$ cat src/rtl/cau_pkg.sv
// ----------------------------------------------------------------------------
// cau_pkg
// Shared types, codes and helper functions of the complex arithmetic unit.
// ----------------------------------------------------------------------------
package cau_pkg;

    typedef enum logic [2:0] {
        KIND_ADD  = 3'd0,
        KIND_SUB  = 3'd1,
        KIND_MUL  = 3'd2,
        KIND_DIV  = 3'd3,
        KIND_CONJ = 3'd4,
        KIND_EQ   = 3'd5
    } cau_kind_t;

    localparam logic [1:0] ST_OK   = 2'd0;
    localparam logic [1:0] ST_DIV0 = 2'd1;
    localparam logic [1:0] ST_OVF  = 2'd2;

    // number of quotient bits produced by the divider stages
    localparam int QBITS = 33;

    // item state carried down the divider pipeline
    typedef struct packed {
        logic [2:0]  kind;
        logic [31:0] re;
        logic [31:0] im;
        logic        eq;
        logic [1:0]  st;
        logic        dz;
        logic        big_re;
        logic        big_im;
        logic        neg_re;
        logic        neg_im;
        logic [63:0] n_re;
        logic [63:0] n_im;
        logic [63:0] den;
        logic [63:0] r_re;
        logic [63:0] r_im;
        logic [QBITS-1:0] q_re;
        logic [QBITS-1:0] q_im;
    } cau_div_t;

    // saturate a wide signed value to 32 bits, msb of result is overflow
    function automatic logic [32:0] sat66(input logic signed [65:0] v);
        logic [32:0] res;
        if (v > 66'sd2147483647)
            res = {1'b1, 32'h7fff_ffff};
        else if (v < -66'sd2147483648)
            res = {1'b1, 32'h8000_0000};
        else
            res = {1'b0, v[31:0]};
        return res;
    endfunction

    // saturate a sign and quotient magnitude, msb of result is overflow
    function automatic logic [32:0] sat_quot(input logic neg, input logic big,
                                             input logic [QBITS-1:0] q);
        logic [32:0] res;
        if (neg)
        begin
            if (big || q > 33'h0_8000_0000)
                res = {1'b1, 32'h8000_0000};
            else
                res = {1'b0, 32'(33'd0 - q)};
        end
        else
        begin
            if (big || q > 33'h0_7fff_ffff)
                res = {1'b1, 32'h7fff_ffff};
            else
                res = {1'b0, q[31:0]};
        end
        return res;
    endfunction

    // one restoring division step, msb of result is the quotient bit
    function automatic logic [64:0] div_step(input logic [63:0] r, input logic xbit,
                                             input logic [63:0] d);
        logic [64:0] t;
        logic [64:0] res;
        t = {r, xbit};
        if (t >= {1'b0, d})
        begin
            t = t - {1'b0, d};
            res = {1'b1, t[63:0]};
        end
        else
            res = {1'b0, t[63:0]};
        return res;
    endfunction

endpackage

$ cat src/rtl/cau_div_stage.sv
// ----------------------------------------------------------------------------
// cau_div_stage
// One registered restoring division step for both result parts.
// ----------------------------------------------------------------------------
module cau_div_stage
    import cau_pkg::*;
#(
    parameter int FRAC_BITS = 16,
    parameter int IDX       = 0
)(
    input  logic     clk,
    input  logic     rst_n,
    input  logic     in_valid,
    output logic     in_ready,
    input  cau_div_t in_data,
    output logic     out_valid,
    input  logic     out_ready,
    output cau_div_t out_data
);

    logic v_reg;
    cau_div_t d_next, d_reg;
    logic xb_re, xb_im;
    logic [64:0] st_re, st_im;

    // dividend bit: numerator scaled up by the fraction bits
    generate
        if (IDX >= FRAC_BITS)
        begin : g_bit
            assign xb_re = in_data.n_re[IDX-FRAC_BITS];
            assign xb_im = in_data.n_im[IDX-FRAC_BITS];
        end
        else
        begin : g_zero
            assign xb_re = 1'b0;
            assign xb_im = 1'b0;
        end
    endgenerate

    always_comb
    begin
        st_re = div_step(in_data.r_re, xb_re, in_data.den);
        st_im = div_step(in_data.r_im, xb_im, in_data.den);
        d_next      = in_data;
        d_next.r_re = st_re[63:0];
        d_next.r_im = st_im[63:0];
        d_next.q_re = {in_data.q_re[QBITS-2:0], st_re[64]};
        d_next.q_im = {in_data.q_im[QBITS-2:0], st_im[64]};
    end

    assign in_ready  = !v_reg || out_ready;
    assign out_valid = v_reg;
    assign out_data  = d_reg;

    always_ff @(posedge clk or negedge rst_n)
    begin
        if (!rst_n)
            v_reg <= 1'b0;
        else if (in_ready)
            v_reg <= in_valid;
    end

    always_ff @(posedge clk)
    begin
        if (in_ready && in_valid)
            d_reg <= d_next;
    end

endmodule

$ cat config.mk
export PLATFORM = sky130hd
export DESIGN_NAME = cau_div_stage
export DESIGN_NICKNAME = d
export VERILOG_FILES = /design/src/rtl/cau_pkg.sv /design/src/rtl/cau_div_stage.sv
export SDC_FILE = /design/constraint.sdc
export NUM_CORES = 1
export LEC_CHECK = 0
export ABC_AREA = 0
export BUFFER_PORTS_ARGS = -buffer_cell sky130_fd_sc_hd__buf_2
export CORE_AREA = 2 2 357 359
export DETAILED_ROUTE_END_ITERATION = 12
export DIE_AREA = 0 0 359 361
export HOLD_SLACK_MARGIN = 0.05
export PLACE_DENSITY = 0.35
export SYNTH_ARGS = -nofsm -noshare
export SYNTH_HDL_FRONTEND = slang
export SYNTH_SLANG_ARGS = --single-unit
$ cat constraint.sdc
create_clock -name clk -period 29.8 [get_ports clk]
set_input_delay 4.47 -clock clk [delete_from_list [all_inputs] [get_ports clk]]
set_output_delay 4.47 -clock clk [all_outputs]
set_load 0.1 [all_outputs]
# --- Word level (Yosys, flattened, before mapping) ---
# Cells that the tools add are included.
totals:
  out_inout_bits: 463
  word_cells: 29
  register_bits: 462
  inputBits: 465
op_classes:
  magnitude_cmp: 2
  reduce_logical: 3
  n_addsub: 2
  n_mux: 2
ops:
  columns: ["cell", "count"]
  rows:
  - ["$ge 65x64->1", 2]
  - ["$mux 65", 2]
  - ["$sub 64x64->64", 2]
  - ["$logic_and 1x1->1", 1]
  - ["$logic_not 1->1", 1]
  - ["$logic_or 1x1->1", 1]

# --- Depth between registers and ports, before layout ---
# Gate-level depths: netlist (run 1).
depth:
  word_depth: 3
  mapped_depth: 17
  ltp_nobuf: 13

# --- Worst setup path before layout (run 1) ---
# No wires, ideal clock.
synth_timing:
  path_kind: "input-to-reg"
  from: "input out_ready"
  to: "register d_reg, in the netlist out_data[0], enable pin"
  arrival_time_ns: 15.750
  required_ns: 28.919
  setup_slack_ns: 13.169
  n_path_buf: 0
  path_stages: 2
  setup_time_ns: 0.881
  cell_sequence: "nand2b_1 and2_1"
synth_via:
  elab_chain_len: 2
synth_lines:
  columns: ["item", "line_no", "text"]
  rows:
  - ["start: declaration", "cau_div_stage.sv:17", "input logic out_ready,"]
  - ["$logic_or 1x1->1", "cau_div_stage.sv:51", "assign in_ready = !v_reg || out_ready;"]
  - ["$logic_and 1x1->1", "cau_div_stage.sv:65", "if (in_ready && in_valid)"]
  - ["end signal: assignment", "cau_div_stage.sv:66", "d_reg <= d_next;"]
  - ["end: declaration", "cau_div_stage.sv:22", "cau_div_t d_next, d_reg;"]
# Every way passes these cells.
# A chain may end at the register's enable or synchronous reset.

# --- Final worst setup path (run 1) ---
layout_timing:
  from: "input out_ready"
  to: "output in_ready"
layout_via:
  elab_chain_len: 1
layout_lines:
  columns: ["item", "line_no", "text"]
  rows:
  - ["$logic_or 1x1->1", "cau_div_stage.sv:51", null]
  - ["end: declaration", "cau_div_stage.sv:14", "output logic in_ready,"]
# Every way passes these cells.

==> results of run 1 <==
[critical path: stages]
cell	delay, ps
buf_2	70
nand2b_1	140
buf_2	440
[sequential cells by signal, summed over array words and instances, names as in the netlist]
name and flops:
out_valid 1, out_data 461
[worst min path at each step]
stage              start         to  slack [ps]
3_3_place_gp   out_valid  out_valid         510
6_report       out_valid  out_valid         540
4_1_cts        out_valid  out_valid         550
2_1_floorplan  out_valid  out_valid        1780
5_1_grt        out_valid  out_valid         580
3_5_place_dp   out_valid  out_valid         530
[final cells by class]
type | count | area, µm²
sequential | 462 | 13900
timing repair buffer | 934 | 4700
tap | 1650 | 2060
clock buffer | 74 | 1600
inverter | 118 | 443
clock inverter | 39 | 487
fill | 13500 | 93100
antenna | 9 | 22.5
multi-input combinational | 1239 | 9120
[per-stage QoR]
stage / utilization (%) / std cells / power [µW]
after global placement: 24.1 / 4403 / 1510
after global routing: 25.7 / 4518 / 2360
after floorplan: - / 1893 / 1340
after detailed placement: 24.1 / 4403 / 1500
final: 25.8 / 4525 / 2270
after CTS: 25.7 / 4516 / 2300
[layer usage]
layer	vias to the layer above	part of all wire, %	global-route usage [%]
met2	729	50	33.3
met5	-	0.23	0
li1	9064	-	-
met4	46	3.0	5.10
met1	9640	39	21.7
met3	190	8.2	6.54
[cell usage in the layout, fill, tap and decap left out, types with 6 or more instances in the layout]
cell type / instances
and2_1: 9
nand2b_1: 13
a2111oi_0: 6
buf_2: 925
o211ai_1: 11
nor2b_1: 10
mux2_2: 78
and3_1: 19
nor2_1: 84
diode_2: 9
buf_4: 9
a211oi_1: 7
edfxtp_1: 461
nand4_1: 47
xor2_1: 37
bufinv_16: 9
o21bai_1: 40
nor4_1: 6
clkbuf_1: 12
and4_1: 7
a21oi_1: 166
o31ai_1: 16
nand3_1: 41
clkbuf_16: 62
o21a_1: 17
clkinv_2: 6
xnor2_1: 69
clkinv_1: 12
nor3_1: 37
mux2_4: 26
o31a_1: 6
a21o_1: 74
inv_1: 115
nand2_1: 109
mux2i_1: 6
a31oi_1: 17
o21ai_0: 69
ha_1: 128
[synthesized netlist by cell type (16+ instances only)]
| library cell | n | area, µm² |
|---|---|---|
| xnor2_1 | 69 | 604 |
| and3_1 | 19 | 119 |
| inv_1 | 115 | 432 |
| xor2_1 | 37 | 324 |
| nand3_1 | 41 | 205 |
| a21o_1 | 74 | 556 |
| mux2_4 | 26 | 390 |
| ha_1 | 128 | 1600 |
| nor2_1 | 84 | 315 |
| nor3_1 | 37 | 185 |
| o21bai_1 | 40 | 300 |
| a21oi_1 | 166 | 831 |
| nand4_1 | 47 | 294 |
| nand2_1 | 109 | 409 |
| a31oi_1 | 17 | 106 |
| o21ai_0 | 69 | 345 |
| mux2_2 | 78 | 878 |
| o31ai_1 | 16 | 120 |
| clkbuf_1 | 56 | 210 |
| edfxtp_1 | 461 | 13800 |
| o21a_1 | 17 | 128 |
[power by group]
part	internal (µW)	leakage, µW	total, µW	switching (µW)
sequential	778	0.00440	793	14.7
clock	460	0.000993	779	319
combinational	156	0.00825	695	539
[kinds of logic (layout without fill, tap and decap cells)]
group                      after synthesis  count (layout)
DFF                                    462             462
xor gates and xnor gates               106             106
other                                    0               9
and+or+nand+nor                        403             403
adders and majority gates              130             130
AOI/OAI and AO/OA                      490             490
buffers and inverters                  192            1165
muxes                                  110             110
==> impl_metrics.tcl, run 1 <==
set metrics [dict create \
    holdBufCountCts 0 \
    ys_warn_count 0 \
    maxCapViolCount 0 \
    drc 0 \
    p_per_area_nw_per_um2 70.2 \
    tightest_slew_ps 1010 \
    dr.pass1.iters 5 \
    synth_area_per_cell_um2 12.6 \
    cts_tree "yes" \
    critPathKind "input port to output pin" \
    insertion_delay_ps 700 \
    initial_utilization_pct 19.0 \
    grtUsageTotal_pct 18.9 \
    synth_top_family_by_area "compound AO/OA/AOI/OAI gates" \
    cts_buffers 61 \
    area_delta_synth_final_pct 35.9 \
    drt_iter0_drc 1290 \
    cts_setup_buffers 0 \
    endpoint_kind "output pin" \
    postSynthCellCount 1893 \
    finalClockSkew_ps 32.8 \
    io-pin-count 928 \
    ant_nets 0 \
    num-nets-final 3411 \
    async_reset_ff_share_pct 0.216 \
    timing.fmax_mhz 104 \
    relSlewSlack_pct 31.7 \
    cp.required_ps 25330 \
    finalWorstSetupSlack_ps 20210 \
    syn_nets 2488 \
    pre_cts_slack_ps 19520 \
    finalMaxSlewViolations 0 \
    num_rows 130 \
    rsz0062_at_grt "false" \
    vdd_drop_max_v 0.0000486 \
    die_x_um 359 \
    avgRoutedWirePerCell_um 28.2 \
    finalSetupTns_ps 0 \
    hpwl_um 108000 \
    place_area_um2 30200 \
    dieArea_um2 130000 \
    setup_viol 0 \
    core_um2 125000 \
    via_per_inst 4.35 \
    place.gp.congestion 0.853 \
    grt_pass1_wl_um 170000 \
    crit_path_end "in_ready" \
    arrival_ps 5120 \
    p_leak_uw 0.0136 \
    critPathMaxFanout 3 \
    path_clk_slew_ps 60 \
    post-route-period-util_pct 32.2 \
    status "complete, no violations" \
    cts_max_path_buffers 3 \
    ys_seq_area_share_pct 58.3 \
    synth_ff_type "edfxtp_1" \
    ctsResizeCount 0 \
    r2r-start "out_valid" \
    clockRootBuffer "clkbuf_16" \
    regToRegEndpoint "out_data[317]" \
    drive_above_1_share_pct 40.4 \
    synth_cell_types 79 \
    synth_seq_cells 462 \
    cts.sinks 462 \
    r2r_cells 5 \
    cts-htree-levels 2 \
    hold_viol_final 0 \
    totalWireLength_um 128000 \
    vias 19700 \
    overflow 0 \
    synth-simple-area-share_pct 8.43 \
    synth_adder_area_share_pct 6.91 \
    antenna_found_initial 65 \
    fin_crit_ps 9590 \
    grt_max_degree 71 \
    grt_pass1_vias 19700 \
    whs_ps 544 \
    portBuffers 925 \
    design_area_um2 32300 \
    synth_xor_area_share_pct 3.91 \
    hp-class "register to register" \
    hold_depth 2 \
    regToRegSetupSlack_ps 25710 \
    synth_compound_area_share_pct 13.5 \
    synth_edf_count 461 \
    die_h_um 361 \
    synthMuxAreaShare_pct 5.59 \
    cp-start-kind "input port" \
    synth_area_um2 23800 \
    crit_start "out_ready" \
]
(Power assumes the default switching activity.)
==> run 2, diff against run 1 <==
--- a/config.mk
+++ b/config.mk
@@ -11,7 +11,7 @@
 export DETAILED_ROUTE_END_ITERATION = 12
 export DIE_AREA = 0 0 359 361
 export HOLD_SLACK_MARGIN = 0.05
-export PLACE_DENSITY = 0.35
+export PLACE_DENSITY = 0.36
 export SYNTH_ARGS = -nofsm -noshare
 export SYNTH_HDL_FRONTEND = slang
 export SYNTH_SLANG_ARGS = --single-unit
==> constraint.sdc (replaced) <==
create_clock -name clk -period 8.7 [get_ports clk]
set_input_delay 1.305 -clock clk [delete_from_list [all_inputs] [get_ports clk]]
set_output_delay 1.305 -clock clk [all_outputs]
set_load 0.1 [all_outputs]
==> run 2 against run 1 <==
  * Non-clock buffer count increased by 2
  * Clock skew decreased by 16 ps
  * Via count increased by 1.0%
  * Clock power increased to 3.3 times the previous value
==> impl_metrics.tcl, run 2 (same netlist as run 1, synthesis figures left out) <==
set metrics [dict create \
    drc 0 \
    dr.pass1.iters 5 \
    critical_path_buf_inv_count 4 \
    place_area_um2 30200 \
    path_delay_family "compound AO/OA/AOI/OAI gates" \
    cts_setup_buffers 0 \
    p_leak_uw 0.0136 \
    totalWireLength_um 129000 \
    grt_pass1_vias 19900 \
    grt_pass1_wl_um 172000 \
    pre_cts_slack_ps 2050 \
    core_um2 125000 \
    post-route-period-util_pct 65.6 \
    place_inst 4405 \
    relSlewSlack_pct 35.0 \
    worstPathCellList "buf_2 -> inv_1 -> ha_1 -> nand4_1 -> a2111oi_0 -> o21ai_0 -> a2111oi_2 -> o211ai_2 -> a21oi_2 -> nor3_4 -> o21a_4 -> inv_2 -> buf_4 -> mux2_2" \
    max_stage_delay_ps 610 \
    dieArea_um2 130000 \
    arrival_ps 6120 \
    portBuffers 925 \
    hp-class "input port to asynchronous set/reset pin" \
    via_per_inst 4.38 \
    fillers 13500 \
    ctsResizeCount 0 \
    drive_above_1_share_pct 40.7 \
    design_area_um2 32300 \
    register_area_um2 13900 \
    finalSetupTns_ps 0 \
    ant_nets 0 \
    worst_path_max_delay_cell "a2111oi_2" \
    num_rows 130 \
    antenna_found_initial 73 \
    rsz0062_at_grt "false" \
    holdBufCountCts 0 \
    p_per_area_nw_per_um2 238 \
    initial_utilization_pct 19.0 \
    io-pin-count 928 \
    cp-start-kind "input port" \
    die_x_um 359 \
    setup_viol 0 \
    num-nets-final 3413 \
    tightest_slew_ps 965 \
    finalMaxSlewViolations 0 \
    status "complete, no violations" \
    area_delta_synth_final_pct 35.9 \
    cts-htree-levels 2 \
    drt_iter0_drc 1466 \
    cp.required_ps 9110 \
    final_cell_mix "925 x buf_2, 461 x edfxtp_1, 166 x a21oi_1, 128 x ha_1, 115 x inv_1" \
    path_clk_slew_ps 60 \
    place.gp.congestion 0.886 \
    cts.sinks 462 \
    grt_max_degree 130 \
    fin_crit_ps 5710 \
    finalWorstSetupSlack_ps 2990 \
    cts_tree "yes" \
    finalNonFillerCells 4540 \
    hpwl_um 109000 \
    timing.fmax_mhz 175 \
    clockRootBuffer "clkbuf_16" \
    multiInputGateArea_um2 9120 \
    vias 19900 \
    cts_buffers 61 \
    avgRoutedWirePerCell_um 28.5 \
    vdd_drop_max_v 0.000168 \
    die_h_um 361 \
    largest_reg_flops 461 \
    hold_viol_final 0 \
    grtUsageTotal_pct 19.2 \
    overflow 0 \
    critPathMaxFanout 19 \
    maxCapViolCount 0 \
    critPathKind "input port to register" \
    cts_max_path_buffers 3 \
    final_common_cell "buf_2" \
    finalClockSkew_ps 16.7 \
    insertion_delay_ps 670 \
    endpoint_kind "register" \
]
run 2: routing by layer:
| layer | global-route usage, % | vias up | share of wire [%] |
|---|---|---|---|
| li1 | - | 9081 | - |
| met1 | 22.3 | 9829 | 39 |
| met2 | 34.0 | 746 | 50 |
| met3 | 5.74 | 177 | 7.5 |
| met4 | 5.63 | 38 | 3.1 |
| met5 | 0 | - | 0.17 |
run 2: metrics by stage:
step	power [µW]	hold WS (ps)	util [%]
5_1_grt	8000	347	25.7
4_1_cts	7820	336	25.7
2_1_floorplan	4560	1010	-
6_report	7680	399	25.8
3_5_place_dp	5170	518	24.1
3_3_place_gp	5170	508	24.1
run 2: power by group:
group	internal, µW	total, µW	switching [µW]
clock network	1470	2580	1110
logic	538	2390	1850
registers	2670	2710	49.3
total	4670	7680	3010
run 2: layout make-up:
| cell class | count | area share (%) |
|---|---|---|
| repair buffers | 936 | 14.7 |
| clock buffers | 65 | 4.77 |
| flip-flops and latches | 462 | 42.9 |
| diodes | 20 | 0.155 |
| well taps | 1650 | 6.39 |
| clock inverters | 50 | 1.41 |
| inverters | 118 | 1.37 |
| multi-input cells | 1239 | 28.3 |
run 2: final timing paths:
check / start / end / slack [ps] / cells after the start
max: in_data[199] / out_data[138] / 2990 / 14
min: rst_n / out_valid / 400 / 1
max reg2reg: out_valid / out_data[328] / 5920 / 4
min reg2reg: out_valid / out_valid / 530 / 2
max in group asynchronous: rst_n / out_valid / 8220 / 1
min in group clk: out_valid / out_valid / 530 / 2
